<file path="src/nps_pkg.sv">
// ----------------------------------------------------------------------------
// nps_pkg: shared types and constants of the priority scheduler
// Process store geometry, transaction payload structs and saturation limits.
// ----------------------------------------------------------------------------
package nps_pkg;

    localparam int MAX_PROCS = 32;
    localparam int IDX_W     = $clog2(MAX_PROCS);
    localparam int CNT_W     = $clog2(MAX_PROCS + 1);

    localparam int ARR_W  = 16;
    localparam int BUR_W  = 16;
    localparam int PRIO_W = 8;
    localparam int CLK_W  = 22;
    localparam int SUM_W  = 27;
    localparam int PIDX_W = 5;

    localparam logic [CLK_W-1:0] CLOCK_MAX = {CLK_W{1'b1}};
    localparam logic [SUM_W-1:0] SUM_MAX   = {SUM_W{1'b1}};

    // Input transaction: one process
    typedef struct packed {
        logic [ARR_W-1:0]  arrival_time;
        logic [BUR_W-1:0]  burst_time;
        logic [PRIO_W-1:0] priority_req;
        logic              last_process;
    } sched_in_t;

    // Result transaction: one scheduled process
    typedef struct packed {
        logic [PIDX_W-1:0] process_index;
        logic [CLK_W-1:0]  waiting_time;
        logic [CLK_W-1:0]  turnaround_time;
        logic [SUM_W-1:0]  total_waiting;
        logic [SUM_W-1:0]  total_turnaround;
        logic              last_result;
    } sched_out_t;

    // One stored process entry
    typedef struct packed {
        logic [ARR_W-1:0]  arrival;
        logic [BUR_W-1:0]  burst;
        logic [PRIO_W-1:0] prio;
    } proc_entry_t;

endpackage

</file>
<file path="src/nps_proc_mem.sv">
// ----------------------------------------------------------------------------
// nps_proc_mem: process store
// Single write port, single read port with registered read data.
// ----------------------------------------------------------------------------
module nps_proc_mem
    import nps_pkg::*;
(
    input  logic              aclk,
    input  logic              wr_en,
    input  logic [IDX_W-1:0]  wr_addr,
    input  proc_entry_t       wr_data,
    input  logic              rd_en,
    input  logic [IDX_W-1:0]  rd_addr,
    output proc_entry_t       rd_data
);

    proc_entry_t mem [MAX_PROCS];

    // Write one entry per load transaction
    always_ff @(posedge aclk) begin
        if (wr_en) begin
            mem[wr_addr] <= wr_data;
        end
    end

    // Registered read for the scan
    always_ff @(posedge aclk) begin
        if (rd_en) begin
            rd_data <= mem[rd_addr];
        end
    end

endmodule

</file>
<file path="src/nonpreemptive_priority_scheduler.sv">
// ----------------------------------------------------------------------------
// nonpreemptive_priority_scheduler: non-preemptive priority scheduling engine
// Loads a process set, then emits processes in completion order with times.
// ----------------------------------------------------------------------------
// Usage:
//   s_* channel takes one process per transaction (arrival, burst, priority).
//   Loading takes one transaction per cycle while no pass runs. The transaction
//   flagged last_process closes the set and starts a scheduling pass; s_ready
//   stays low until the pass has emitted its last result.
//   Each decision scans the stored entries through one memory read port,
//   then decides in S_DECIDE. An idle clock jump to the next arrival costs
//   one more scan; a pick runs the update steps S_RUN1 to S_RUN3 to update
//   the clock and the running sums, and a pass repeats this for each process.
//   m_* channel delivers one result per pick through an output register; the
//   engine stalls on the final update step while the previous result waits.
//   Loading of the next set may begin while the final result is still held.
//   Reset (aresetn low, synchronous) empties the set and clears the clock,
//   the sums and m_valid; output data and store contents are left as they are.
// ----------------------------------------------------------------------------
module nonpreemptive_priority_scheduler
    import nps_pkg::*;
(
    input  logic       aclk,
    input  logic       aresetn,
    input  logic       s_valid,
    output logic       s_ready,
    input  sched_in_t  s_data,
    output logic       m_valid,
    input  logic       m_ready,
    output sched_out_t m_data
);

    typedef enum logic [5:0] {
        S_LOAD   = 6'b000001,
        S_SCAN   = 6'b000010,
        S_DECIDE = 6'b000100,
        S_RUN1   = 6'b001000,
        S_RUN2   = 6'b010000,
        S_RUN3   = 6'b100000
    } state_t;

    state_t state_reg, state_next;

    logic [CNT_W-1:0]     loaded_reg, loaded_next;
    logic [CNT_W-1:0]     finished_reg, finished_next;
    logic [CLK_W-1:0]     clock_reg, clock_next;
    logic [SUM_W-1:0]     wsum_reg, wsum_next;
    logic [SUM_W-1:0]     tsum_reg, tsum_next;
    logic [MAX_PROCS-1:0] done_reg, done_next;
    logic [CNT_W-1:0]     scan_addr_reg, scan_addr_next;
    logic                 rd_vld_reg, rd_vld_next;
    logic [IDX_W-1:0]     rd_idx_reg, rd_idx_next;
    logic                 found_reg, found_next;
    logic [PRIO_W-1:0]    best_prio_reg, best_prio_next;
    logic [IDX_W-1:0]     pick_idx_reg, pick_idx_next;
    logic [ARR_W-1:0]     pick_arr_reg, pick_arr_next;
    logic [BUR_W-1:0]     pick_bur_reg, pick_bur_next;
    logic [CLK_W-1:0]     next_arr_reg, next_arr_next;
    logic [CLK_W-1:0]     wait_reg, wait_next;
    logic [CLK_W-1:0]     tat_reg, tat_next;
    logic                 m_valid_reg, m_valid_next;
    sched_out_t           m_data_reg, m_data_next;

    logic        load_acc;
    logic        wr_en;
    logic        issue;
    proc_entry_t wr_entry;
    proc_entry_t rd_entry;
    logic [CLK_W:0]   clk_sum;
    logic [SUM_W:0]   wsum_sum;
    logic [SUM_W:0]   tsum_sum;
    logic [SUM_W-1:0] tsum_sat;
    logic [CNT_W-1:0] finished_inc;

    assign s_ready  = (state_reg == S_LOAD);
    assign load_acc = s_valid && s_ready;
    assign wr_en    = load_acc && (loaded_reg < CNT_W'(MAX_PROCS));
    assign issue    = (state_reg == S_SCAN) && (scan_addr_reg < loaded_reg);

    assign wr_entry.arrival = s_data.arrival_time;
    assign wr_entry.burst   = s_data.burst_time;
    assign wr_entry.prio    = s_data.priority_req;

    nps_proc_mem u_mem (
        .aclk    (aclk),
        .wr_en   (wr_en),
        .wr_addr (loaded_reg[IDX_W-1:0]),
        .wr_data (wr_entry),
        .rd_en   (issue),
        .rd_addr (scan_addr_reg[IDX_W-1:0]),
        .rd_data (rd_entry)
    );

    // Adders for the clock and the running sums
    assign clk_sum      = {1'b0, clock_reg} + {{(CLK_W-BUR_W+1){1'b0}}, pick_bur_reg};
    assign wsum_sum     = {1'b0, wsum_reg} + {{(SUM_W-CLK_W+1){1'b0}}, wait_reg};
    assign tsum_sum     = {1'b0, tsum_reg} + {{(SUM_W-CLK_W+1){1'b0}}, tat_reg};
    assign tsum_sat     = tsum_sum[SUM_W] ? SUM_MAX : tsum_sum[SUM_W-1:0];
    assign finished_inc = finished_reg + CNT_W'(1);

    // Sequencer: load, scan, decide, update
    always_comb begin
        state_next     = state_reg;
        loaded_next    = loaded_reg;
        finished_next  = finished_reg;
        clock_next     = clock_reg;
        wsum_next      = wsum_reg;
        tsum_next      = tsum_reg;
        done_next      = done_reg;
        scan_addr_next = scan_addr_reg;
        rd_vld_next    = issue;
        rd_idx_next    = scan_addr_reg[IDX_W-1:0];
        found_next     = found_reg;
        best_prio_next = best_prio_reg;
        pick_idx_next  = pick_idx_reg;
        pick_arr_next  = pick_arr_reg;
        pick_bur_next  = pick_bur_reg;
        next_arr_next  = next_arr_reg;
        wait_next      = wait_reg;
        tat_next       = tat_reg;
        m_valid_next   = m_valid_reg && !m_ready;
        m_data_next    = m_data_reg;

        unique case (state_reg)
            S_LOAD: begin
                // Store the process and start a pass on the flagged one
                if (wr_en) begin
                    loaded_next = loaded_reg + CNT_W'(1);
                end
                if (load_acc && s_data.last_process) begin
                    state_next     = S_SCAN;
                    scan_addr_next = '0;
                    found_next     = 1'b0;
                    next_arr_next  = CLOCK_MAX;
                end
            end
            S_SCAN: begin
                // Advance the read address and fold in the returned entry
                if (issue) begin
                    scan_addr_next = scan_addr_reg + CNT_W'(1);
                end
                if (rd_vld_reg && !done_reg[rd_idx_reg]) begin
                    if ({{(CLK_W-ARR_W){1'b0}}, rd_entry.arrival} <= clock_reg) begin
                        if (!found_reg || (rd_entry.prio < best_prio_reg)) begin
                            found_next     = 1'b1;
                            best_prio_next = rd_entry.prio;
                            pick_idx_next  = rd_idx_reg;
                            pick_arr_next  = rd_entry.arrival;
                            pick_bur_next  = rd_entry.burst;
                        end
                    end else if ({{(CLK_W-ARR_W){1'b0}}, rd_entry.arrival}
                                 < next_arr_reg) begin
                        next_arr_next = {{(CLK_W-ARR_W){1'b0}}, rd_entry.arrival};
                    end
                end
                if (!issue && !rd_vld_reg) begin
                    state_next = S_DECIDE;
                end
            end
            S_DECIDE: begin
                // Run the pick, or jump the clock to the next arrival and rescan
                if (found_reg) begin
                    state_next = S_RUN1;
                end else begin
                    clock_next     = next_arr_reg;
                    state_next     = S_SCAN;
                    scan_addr_next = '0;
                    found_next     = 1'b0;
                    next_arr_next  = CLOCK_MAX;
                end
            end
            S_RUN1: begin
                wait_next  = clock_reg - {{(CLK_W-ARR_W){1'b0}}, pick_arr_reg};
                clock_next = clk_sum[CLK_W] ? CLOCK_MAX : clk_sum[CLK_W-1:0];
                state_next = S_RUN2;
            end
            S_RUN2: begin
                tat_next   = clock_reg - {{(CLK_W-ARR_W){1'b0}}, pick_arr_reg};
                wsum_next  = wsum_sum[SUM_W] ? SUM_MAX : wsum_sum[SUM_W-1:0];
                state_next = S_RUN3;
            end
            S_RUN3: begin
                // Hold until the output register is free, then emit
                if (!m_valid_reg || m_ready) begin
                    tsum_next                    = tsum_sat;
                    m_valid_next                 = 1'b1;
                    m_data_next.process_index    = PIDX_W'(pick_idx_reg);
                    m_data_next.waiting_time     = wait_reg;
                    m_data_next.turnaround_time  = tat_reg;
                    m_data_next.total_waiting    = wsum_reg;
                    m_data_next.total_turnaround = tsum_sat;
                    m_data_next.last_result      = (finished_inc == loaded_reg);
                    done_next[pick_idx_reg]      = 1'b1;
                    finished_next                = finished_inc;
                    if (finished_inc == loaded_reg) begin
                        // Drop the pass state, ready for a new set
                        state_next    = S_LOAD;
                        done_next     = '0;
                        loaded_next   = '0;
                        finished_next = '0;
                        clock_next    = '0;
                        wsum_next     = '0;
                        tsum_next     = '0;
                    end else begin
                        state_next     = S_SCAN;
                        scan_addr_next = '0;
                        found_next     = 1'b0;
                        next_arr_next  = CLOCK_MAX;
                    end
                end
            end
            default: begin
                state_next = S_LOAD;
            end
        endcase
    end

    // Control registers
    always_ff @(posedge aclk) begin
        if (!aresetn) begin
            state_reg     <= S_LOAD;
            loaded_reg    <= '0;
            finished_reg  <= '0;
            clock_reg     <= '0;
            wsum_reg      <= '0;
            tsum_reg      <= '0;
            done_reg      <= '0;
            scan_addr_reg <= '0;
            rd_vld_reg    <= 1'b0;
            found_reg     <= 1'b0;
            m_valid_reg   <= 1'b0;
        end else begin
            state_reg     <= state_next;
            loaded_reg    <= loaded_next;
            finished_reg  <= finished_next;
            clock_reg     <= clock_next;
            wsum_reg      <= wsum_next;
            tsum_reg      <= tsum_next;
            done_reg      <= done_next;
            scan_addr_reg <= scan_addr_next;
            rd_vld_reg    <= rd_vld_next;
            found_reg     <= found_next;
            m_valid_reg   <= m_valid_next;
        end
    end

    // Payload registers
    always_ff @(posedge aclk) begin
        rd_idx_reg    <= rd_idx_next;
        best_prio_reg <= best_prio_next;
        pick_idx_reg  <= pick_idx_next;
        pick_arr_reg  <= pick_arr_next;
        pick_bur_reg  <= pick_bur_next;
        next_arr_reg  <= next_arr_next;
        wait_reg      <= wait_next;
        tat_reg       <= tat_next;
        m_data_reg    <= m_data_next;
    end

    assign m_valid = m_valid_reg;
    assign m_data  = m_data_reg;

endmodule
</file>
<file path="config.mk">
export PLATFORM = sky130hd
export DESIGN_NAME = nonpreemptive_priority_scheduler
export DESIGN_NICKNAME = d
export VERILOG_FILES = /design/src/nps_pkg.sv /design/src/nps_proc_mem.sv /design/src/nonpreemptive_priority_scheduler.sv
export SDC_FILE = /design/constraint.sdc
export NUM_CORES = 2
export LEC_CHECK = 0
export ABC_AREA = 0
export BUFFER_PORTS_ARGS = -buffer_cell sky130_fd_sc_hd__buf_2
export CORE_MARGIN = 4
export CORE_UTILIZATION = 55
export CTS_BUF_LIST = sky130_fd_sc_hd__clkbuf_8
export DETAILED_ROUTE_END_ITERATION = 8
export GPL_ROUTABILITY_DRIVEN = 0
export PLACE_DENSITY = 0.71
export SKIP_LAST_GASP = 1
export SLEW_MARGIN = 30
export SYNTH_ARGS = -nofsm -noshare
export SYNTH_HDL_FRONTEND = slang
export SYNTH_SLANG_ARGS = --single-unit
</file>
<file path="constraint.sdc">
create_clock -name aclk -period 7 [get_ports aclk]
set_input_delay 1.05 -clock aclk [delete_from_list [all_inputs] [get_ports aclk]]
set_output_delay 1.05 -clock aclk [all_outputs]
set_load 0.03 [all_outputs]
</file>
==> impl_metrics.ini <==
[sta]
hold_violations = 0
fin_crit_ns = 4.02
max_freq_mhz = 249
rsz0062_at_grt = no
relSlewSlack = 0.362
fin_tns_setup_ns = 0
fin_skew_ns = 0.0503
period_share = 0.574
finalSetupViolCount = 0
slew_violations = 0
tightest_slew_ns = 0.949

[setup_path]
crit_slowest_cell = nor2_4
end_kind = flip-flop
crit_path_cell_trace = nor3_1 > nand3_1 > inv_1 > and3_1 > nand2_1 > nor2_4 > buf_4
r2r_slack_ns = 2.98
cp.buffers_inverters = 2
cp_top_family = simple AND/OR/NAND/NOR gates
r2r_start = state_reg[5]$_SDFFE_PN0P_
worstPathMaxFanout = 21
critPathMaxStageDelay_ns = 0.94
ff2ff_path_depth = 7
required_ns = 7.57
cp.arrival_ns = 4.59
r2r_end = u_mem.mem[14][24]$_DFFE_PP_
crit_type = reg2reg
critPathLaunchType = flip-flop

[pwr]
finalPower_mw = 20.6
power.share.sequential = 0.546
combPwrFrac = 0.069
clkPwrFrac = 0.385
p_leak_nw = 24.6
p_sw_mw = 4.72
switching_share = 0.230
vdd_drop_max_mv = 0.216
power.density_nw_per_um2 = 274
p_int_mw = 15.8

[clock_tree]
cts_tree = built
worstSkewPairLatency_ns = 0.97
cts_buffers = 283
cts_root_buffer = clkbuf_8
post_cts_buffers = 0
post_cts_resized = 0
cts_buffer_depth = 4
h-tree-depth = 5
cts_hold_buffers = 0
cts.sinks = 1670
clk_pin_slew_ns = 0.06

[floorplan]
dieArea_sq_um = 128000
fp-row-count = 127
die-height_um = 357
die_w_um = 357
ioPinCount = 151
initial_core_util = 0.556
coreArea_sq_um = 121000

[placed_design]
hpwl_mm = 97.8
io_buffers = 150
dp_cells = 5162

[final_layout]
final_layout_size_suffix_gt1_frac = 0.267
final_common_cell = edfxtp_1
largest_reg_flops = 1280
layout_common_cells = 1530 x edfxtp_1, 409 x mux4_2, 294 x clkbuf_8
final_cell_count_no_fill = 5636
syn2layout_area_growth_pct = 11.8
n_fill_cell = 8269
nets = 4011

[route]
ant_nets = 0
wl_mm = 161
drt-initial-drc-count = 4817
drc = 0
via_per_inst = 6.27
vias = 35400
firstDrtPassIters = 5
drt-wirelength-per-cell_um = 28.6

[synthesis]
syn_inst = 3493
synth_nets = 3667
synth_edf_count = 1530
synthArstFlopShare = 0
yosysWarnings = 0
yosysSeqAreaShare = 0.726
synthFlopType = edfxtp_1
synth_cell_type_count = 98
synth_area_sq_um = 67100
ys_seq_elements = 1670
avgSynthCellArea_sq_um = 19.2

[run_status]
status = completed

[global_route]
antenna_found_initial = 8
grt_pass1_vias = 34700
grt_max_degree = 135
track_usage = 0.256
grt_overflow_total = 0
grt_pass1_wl_mm = 236

[min_path]
worstHoldPathCells = 0
min_path_type = reg2reg
worstHoldStart = u_mem.rd_data[15]$_DFFE_PP_
whs_endpoint = pick_bur_reg[7]$_DFFE_PP_

[run]
drv_cap = 0
[synth_stat cells (all sizes together) (6+ instances only)]
cell type,number,area share
edfxtp,1530,0.68
nor3,45,0.0034
dfxtp,140,0.042
ha,125,0.023
mux2,42,0.0070
o21bai,6,0.00067
nand3b,6,0.00067
and2,11,0.0010
o21ai,97,0.0073
nor4,7,0.00088
nand2,104,0.0059
a21oi,136,0.010
a21o,38,0.0043
a311oi,7,0.0012
buf,55,0.0044
o21a,22,0.0025
nor2,152,0.0085
nand2b,30,0.0028
or3,6,0.00063
clkbuf,90,0.0050
o211ai,16,0.0019
inv,86,0.0048
nand3,49,0.0038
a31oi,16,0.0017
nor2b,15,0.0014
a22o,24,0.0031
a21boi,8,0.00090
and3,18,0.0017
or2,7,0.00065
nand4,15,0.0014
xnor2,41,0.0054
nor3b,8,0.00090
xor2,36,0.0047
mux4,409,0.14
a211oi,20,0.0023
[power groups by stage]
stage	clock network [mW]	logic [mW]	registers (mW)
2_1_floorplan	0	0.847	11.4
3_3_place_gp	0	1.38	11.4
3_5_place_dp	0	1.39	11.4
4_1_cts	8.08	1.40	11.2
5_1_grt	8.62	1.50	11.2
6_report	7.92	1.41	11.2
[through the flow]
stage | hold slack, ns | cell area (sq um) | util | setup slack, ns
finish | 0.422 | 75000 | 0.622 | 2.98
floorplan | 0.352 | 67100 | - | 1.88
detailed placement | 0.408 | 70000 | 0.580 | 2.83
global route | 0.440 | 75000 | 0.622 | 2.89
global placement | 0.405 | 69900 | 0.580 | 2.91
CTS | 0.397 | 75000 | 0.622 | 3.04
[final cells by class]
| class | instances | area [sq um] | share of cell area |
|---|---|---|---|
| Clock buffer | 294 | 4050 | 0.0539 |
| Tap cell | 1612 | 2020 | 0.0269 |
| Timing Repair Buffer | 204 | 1240 | 0.0166 |
| Antenna cell | 5 | 12.5 | 0.000167 |
| Clock inverter | 173 | 960 | 0.0128 |
| Inverter | 87 | 333 | 0.00444 |
| Multi-Input combinational cell | 1591 | 17700 | 0.235 |
| Sequential cell | 1670 | 48800 | 0.650 |
[how the worst max path moves through the flow]
| stage | from | to | slack (ns) | cells after the start |
|---|---|---|---|---|
| 2_1_floorplan | loaded_reg[2]$_SDFFE_PN0P_ | scan_addr_reg[1]$_SDFFE_PN0P_ | 1.88 | 9 |
| 3_3_place_gp | s_valid | u_mem.mem[13][7]$_DFFE_PP_ | 2.91 | 5 |
| 3_5_place_dp | s_valid | u_mem.mem[14][8]$_DFFE_PP_ | 2.83 | 5 |
| 4_1_cts | state_reg[5]$_SDFFE_PN0P_ | u_mem.mem[14][13]$_DFFE_PP_ | 3.04 | 7 |
| 5_1_grt | state_reg[5]$_SDFFE_PN0P_ | u_mem.mem[14][24]$_DFFE_PP_ | 2.89 | 7 |
| 6_report | state_reg[5]$_SDFFE_PN0P_ | u_mem.mem[14][24]$_DFFE_PP_ | 2.98 | 7 |
[routing by layer]
layer	up-vias	routed length, um	GRT usage
li1	15000	-	-
met1	18100	64700	0.375
met2	2052	74200	0.384
met3	234	18500	0.0720
met4	0	3730	0.0721
met5	-	0	0
[kinds of logic after synthesis]
logic type / synth area share
flip-flops: 0.726
AND/OR/NAND/NOR: 0.0354
multiplexers: 0.145
AO/OA/AOI/OAI: 0.0445
buffers and inverters: 0.0143
adder cells (fa/ha/maj): 0.0245
XOR/XNOR: 0.0101
[worst reg2reg max path, stage by stage, from the launching register on]
cell and delay, ns:
dfxtp_1 0.36, nor3_1 0.38, nand3_1 0.17, inv_1 0.10, and3_1 0.49, nand2_1 0.60
nor2_4 0.94, buf_4 0.56
Note: power is estimated with default switching activity, not from simulation.
